[config.mk]
export PLATFORM = sky130hd
export DESIGN_NAME = vpom_group
export DESIGN_NICKNAME = d
export VERILOG_FILES = /design/src/rtl/core/vpom_pkg.sv /design/src/rtl/core/vpom_group.sv
export SDC_FILE = /design/constraint.sdc
export NUM_CORES = 1
export LEC_CHECK = 0
export ABC_AREA = 1
export BUFFER_PORTS_ARGS = -buffer_cell sky130_fd_sc_hd__buf_2
export CORE_AREA = 2 2 97 99
export CTS_CLUSTER_DIAMETER = 50
export CTS_CLUSTER_SIZE = 24
export DETAILED_ROUTE_END_ITERATION = 8
export DIE_AREA = 0 0 99 101
export PLACE_DENSITY = 0.54
export SKIP_LAST_GASP = 1
export SYNTH_ARGS = -nofsm -noshare
export SYNTH_HDL_FRONTEND = slang
export SYNTH_SLANG_ARGS = --single-unit
[constraint.sdc]
create_clock -name clk -period 2.2 [get_ports clk]
set_input_delay 0.11 -clock clk [delete_from_list [all_inputs] [get_ports clk]]
set_output_delay 0.11 -clock clk [all_outputs]
set_load 0.02 [all_outputs]
[src/rtl/core/vpom_pkg.sv]
// Shared types and constants for the vertex plane outcode mask block.
// Used by every module under rtl/core; depends on nothing else.
`timescale 1ns / 1ps
`default_nettype none

package vpom_pkg;

  // Width of the outcode mask; plane bits past this are dropped.
  localparam int MASK_W = 8;
  // Default table depth.
  localparam int MAX_PLANES_DEF = 8;

  localparam int COUNT_W = 4;
  localparam int EPS_W   = 16;
  localparam int SLOT_W  = 3;
  localparam int COORD_W = 32;
  localparam int CFG_W   = 16;

  // Item opcodes.
  localparam logic OP_LOAD = 1'b0;
  localparam logic OP_TEST = 1'b1;

  // Configuration register indexes.
  localparam logic CFG_PLANE_COUNT = 1'b0;
  localparam logic CFG_EPSILON     = 1'b1;

  // Group status codes.
  localparam logic [1:0] ST_INSIDE  = 2'd0;
  localparam logic [1:0] ST_OUTSIDE = 2'd1;
  localparam logic [1:0] ST_OVERLAP = 2'd2;

  // One item as it travels down the cell chain.
  typedef struct packed {
    logic                vld;
    logic                op;
    logic [SLOT_W-1:0]   slot;
    logic [COORD_W-1:0]  nx;
    logic [COORD_W-1:0]  ny;
    logic [COORD_W-1:0]  nz;
    logic [COORD_W-1:0]  offset;
    logic [COORD_W-1:0]  px;
    logic [COORD_W-1:0]  py;
    logic [COORD_W-1:0]  pz;
    logic                last;
    logic [MASK_W-1:0]   mask;
  } item_t;

endpackage

`default_nettype wire

[src/rtl/core/vpom_group.sv]
// Group tail: keeps the running OR and AND masks and holds the output register.
// Takes beats from the last plane cell; depends on vpom_pkg.
`timescale 1ns / 1ps
`default_nettype none

module vpom_group
  import vpom_pkg::*;
(
  input  wire logic        clk,
  input  wire logic        rst,
  input  wire logic        en,
  input  wire item_t       item_in,
  output logic             out_valid,
  output logic [MASK_W-1:0] out_mask,
  output logic             out_done,
  output logic [1:0]       out_status
);

  logic [MASK_W-1:0] or_acc;
  logic [MASK_W-1:0] and_acc;
  logic [MASK_W-1:0] or_next;
  logic [MASK_W-1:0] and_next;
  logic [1:0]        status_next;
  logic              is_test;

  // Fold the vertex mask in and grade the group on its last vertex.
  always_comb begin
    is_test  = item_in.vld && (item_in.op == OP_TEST);
    or_next  = or_acc | item_in.mask;
    and_next = and_acc & item_in.mask;
    if (!item_in.last) begin
      status_next = ST_INSIDE;
    end else if (and_next != '0) begin
      status_next = ST_OUTSIDE;
    end else if (or_next == '0) begin
      status_next = ST_INSIDE;
    end else begin
      status_next = ST_OVERLAP;
    end
  end

  // Control state: accumulators and output valid.
  always_ff @(posedge clk) begin
    if (rst) begin
      or_acc    <= '0;
      and_acc   <= '1;
      out_valid <= 1'b0;
    end else if (en) begin
      out_valid <= is_test;
      if (is_test) begin
        if (item_in.last) begin
          or_acc  <= '0;
          and_acc <= '1;
        end else begin
          or_acc  <= or_next;
          and_acc <= and_next;
        end
      end
    end
  end

  // Result payload.
  always_ff @(posedge clk) begin
    if (en && is_test) begin
      out_mask   <= item_in.mask;
      out_done   <= item_in.last;
      out_status <= status_next;
    end
  end

endmodule

`default_nettype wire
; ---- After elaboration in Yosys (flattened, before gate mapping)
; Index checks and enable logic that the tools add are counted.
; W data, S select, Z words.
[op_classes]
reduce_logical = 6
muxes = 4
bitwise = 3
[ops]
columns = op, n
row1 = $mux W8, 2
row2 = $and A8 B8 Y8, 1
row3 = $logic_not A8 Y1, 1
row4 = $or A8 B8 Y8, 1
row5 = $reduce_bool A8 Y1, 1
row6 = $logic_and A1 B1 Y1, 2
row7 = $mux W2, 1
row8 = $reduce_and A2 Y1, 1
row9 = $reduce_or A2 Y1, 1
row10 = $mux W1, 1
row11 = $not A1 Y1, 1
[totals]
input_bits = 241
elab_cells = 20
regBits = 28
output_inout_bits = 12

; ---- Logic depth before layout (Yosys ltp)
[logic_depth]
word_depth = 4
depth_mapped = 6

; ---- Worst setup path before layout
; No wires, ideal clock.
[synth_path]
path_type = reg-to-reg
start = register or_acc[0]
end = register out_status[1] (data pin)
arrival_ns = 0.668
path_buffers = 0
synth_period_minus_slack_ns = 0.919
setup_slack_ns = 1.281
stages_incl_launch_ff = 6
cell_sequence = dfxtp_1 > nor2_1 > and2_1 > nand2_1 > nor2_1 > nor2_1
[synth_between]
elab_chain_len = 3
[synth_rtl]
columns = element, line
row1 = "start, declared", vpom_group.sv:19  ; logic [MASK_W-1:0] or_acc;
row2 = "start signal, assigned", vpom_group.sv:55  ; or_acc <= or_next;
row3 = $or A8 B8 Y8, vpom_group.sv:29  ; or_next = or_acc | item_in.mask;
row4 = $logic_not A8 Y1, vpom_group.sv:35  ; end else if (or_next == '0) begin
row5 = $mux W2, vpom_group.sv:35
row6 = "end signal, assigned", vpom_group.sv:67  ; out_status <= status_next;
row7 = "end, declared", vpom_group.sv:16  ; output logic [1:0] out_status
; No other way between the ends.
; A chain may end at the register's enable or synchronous reset.

; ---- Worst setup path in the final report
[layout_path]
start = input port item_in[236] (netlist name)
end = register out_mask[4], enable pin
[layout_between]
elab_chain_len = 2
[layout_rtl]
columns = element, line
row1 = "start, declared", vpom_group.sv:12  ; input wire item_t item_in,
row2 = $logic_and A1 B1 Y1, vpom_group.sv:28  ; is_test = item_in.vld && (item_in.op == OP_TEST);
row3 = $logic_and A1 B1 Y1, vpom_group.sv:64  ; if (en && is_test) begin
row4 = "end signal, assigned", vpom_group.sv:65  ; out_mask <= item_in.mask;
row5 = "end, declared", vpom_group.sv:14  ; output logic [MASK_W-1:0] out_mask,
; No other way between the ends.

==> results.md <==
* Slew @ Worst Pin at 0.7122 ns
* Synth unique cells at 16
* Worst skew pair latency at 0.28 ns
* Full die area at 9999 um^2
* Final WS setup at 1.158 ns
* Post-CTS Setup Bufs at 0
* Via-to-Cell Ratio at 3.596
* # hold bufs at CTS at 0
* Fin crit period at 1.042 ns
* Initial antenna violation count at 0
* Reg2reg start: or_acc[1]$_SDFFE_PP0P_
* Initial DRC Count at 12
* Sequential share of power at 52.5%
* Total grt overflow at 0
* Avg Inst Size Synth at approximately 8.4 um^2
* Post-Route WL at roughly 2.7 mm
* Residual DRC count at 0
* Clk root buf: clkbuf_8
* DR pass1 iterations at 4
* Logic pwr share at 9.6%
* Slowest CP cell: clkinv_1
* Crit-path leading delay family: buffers and inverters
* Rows at 35
* Final Setup Violations at 0
* Switching share of total power at between 20% and 30%
* Share of cells above drive strength 1 at ~20%
* Setup TNS at 0 ns
* CP cell instances: buf_2 -> nand3_2 -> clkinv_1
* Final Net Count at approximately 400
* Clk slew on worst S/H paths at 0.10 ns
* Fmax at 959.4 MHz
* Critical path capture point type: register
* Yosys top cell by area: dfxtp_1
* Clk pwr share at 37.9%
* Syn. warnings at 0
* Final hold vios at 0
* Switch Pwr at about 250 uW
* Initial Util at 12.79%
* Crit path required time at 2.01 ns
* H-tree depth at 1
* WP buf/inv at 2
* Synthesized cell area at 1149 um^2
* Final worst-path cycle share at a little under half
* Pint at about 840 uW
* CTS tree: built
* PwrDens at 744.5 nW/um^2
* CP Data Arrival Time at 0.85 ns
* Area contributors post-synth: dfxtp_1 30%, edfxtp_1 29%, nand2_1 12%
* Hold Crit Class: primary input to register
* Worst setup SP type: primary input
* Worst-path maximum fanout at 21
* Grt peak-use layer: met2
* Number of max-slew violations in the final report at 0
* Vias in the first global route at 914
* Pleak at 0.5873 nW
* Die width at 99 um
* Crit-path max cell delay at roughly 0.56 ns
* Total global-route track usage at 5.361%
* VDD IR max at 268.8 uV
* Critical setup path kind: primary input to register
* Outcome: finished, final reports clean
* Crit path from: item_in[236]
* Sink Count at 28
* IO Pins at ~250
* Detail Placement HPWL at 1.950 mm
* Placed cell areas at between 1000 and 1500 um^2
* Slew margin rel. at 52.23%
* Largest net degree at the start of global routing at 24
* Area growth, synth to finish at 26.69%
* Gate Count Post-Synth at 137
* Max Cap Viol at 0
* Core ar. at about 9000 um^2
* Seq cells post-synth at 28
* Syn nets at 378
* Post_cts resized at 0
* Worst setup slack after placement at between 0.8 and 0.9 ns
* Port-buffer cells at 25
* WL/cell at approximately 9.8 um
* Routing usage on met2 at 9.044%
* Diode count at 0
* Clock Path Buffers at 2
* Met1 GRT Util at ~7.1%
* CTS buffer count at 3
* Die Height at 101 um
* GR Layer Usage met3 at 1.248%
* Antenna-violating nets left at 0
* Final Skew at 0.007369 ns
* RSZ-0062 raised after global routing: false
* Hold Startpoint: item_in[0]
* Register area share after synthesis at 58.39%
* Post-route design area at 1455 um^2
* First-pass GRT wire length at approximately 4.4 mm
* RePlAce Congestion at 0.7399
* Pwr Total at 1.083 mW
* Via count at 978
* Fraction of post-synthesis cell area in the top cell type by area at around 30%
-- final cells by class --
| class | count | area (um^2) |
|---|---|---|
| clock buffers | 3 | 41.29 |
| clock inverters | 1 | 30.03 |
| fillers | 1009 | 7522 |
| inverters | 16 | 60.06 |
| multi-input cells | 87 | 381.6 |
| flip-flops and latches | 28 | 670.6 |
| well taps | 111 | 138.9 |
| repair buffers | 26 | 132.6 |
-- worst paths after layout --
path | endpoint | slack, ns | cells after the start
worst max-delay path | out_mask[4]$_DFFE_PP_ | 1.16 | 3
worst min register to register | or_acc[2]$_SDFFE_PP0P_ | 0.47 | 2
worst min-delay path | out_mask[0]$_DFFE_PP_ | 0.04 | 1
worst max register to register | out_status[1]$_SDFFCE_PP0P_ | 1.16 | 5
-- synthesized netlist by cell type (all sizes together) --
library cell,instances
dfxtp,17
buf,5
nor2,11
nand3,10
a21oi,22
clkinv,1
edfxtp,11
nand2,37
o21ai,6
inv,15
clkbuf,1
and2,1
-- registers in the layout, summed over array words and instances, names as in the netlist --
| name | count |
|---|---|
| and_acc | 8 |
| or_acc | 8 |
| out_mask | 8 |
| out_status | 2 |
| out_done | 1 |
| out_valid | 1 |
-- kinds of logic (layout without fill, tap and decap cells) --
kind of cell / count (synthesis) / in the layout / share of synthesized area (%)
simple gates: 59 / 59 / 21.02
buf+inv: 22 / 46 / 8.387
compound gates: 28 / 28 / 12.20
flops: 28 / 28 / 58.39
-- stage by stage --
| stage | utilization, % | hold WS (ns) | cells |
|---|---|---|---|
| finish | 16.21 | 0.04354 | 272 |
| detailed placement | 15.41 | 0.3343 | 268 |
| CTS | 16.21 | 0.04088 | 272 |
| global route | 16.21 | 0.03883 | 272 |
| floorplan | - | 0.2089 | 137 |
| global placement | 15.41 | 0.3350 | 268 |
-- power by group through the flow --
stage                     registers, mW  logic [mW]  clock network (mW)
after floorplan                   0.591      0.0542                   0
after global placement            0.580       0.103                   0
final                             0.568       0.104               0.411
after global routing              0.571       0.117               0.432
after detailed placement          0.580       0.105                   0
after CTS                         0.569       0.105               0.416
-- layout by cell type (no fill, tap or decap) --
cell,instances
nand2_1,37
buf_2,25
a21oi_1,22
dfxtp_1,17
inv_1,14
nor2_1,11
edfxtp_1,11
nand3_1,9
o21ai_0,4
clkbuf_8,3
o21ai_1,2
nand3_2,1
clkinv_1,1
inv_2,1
and2_1,1
bufinv_16,1
buf_4,1
-- worst reg2reg max path, delay by kind of cell (launching register included) --
kind | cells | cell delay, ns
AND/OR/NAND/NOR | 5 | 0.48
flip-flops | 1 | 0.32
-- routing by layer --
layer	routed length, um	up-vias
li1	-	488
met4	10	0
met3	99	4
met5	0	-
met2	1271	21
met1	1282	465
Power figures use the tool's default switching activity.
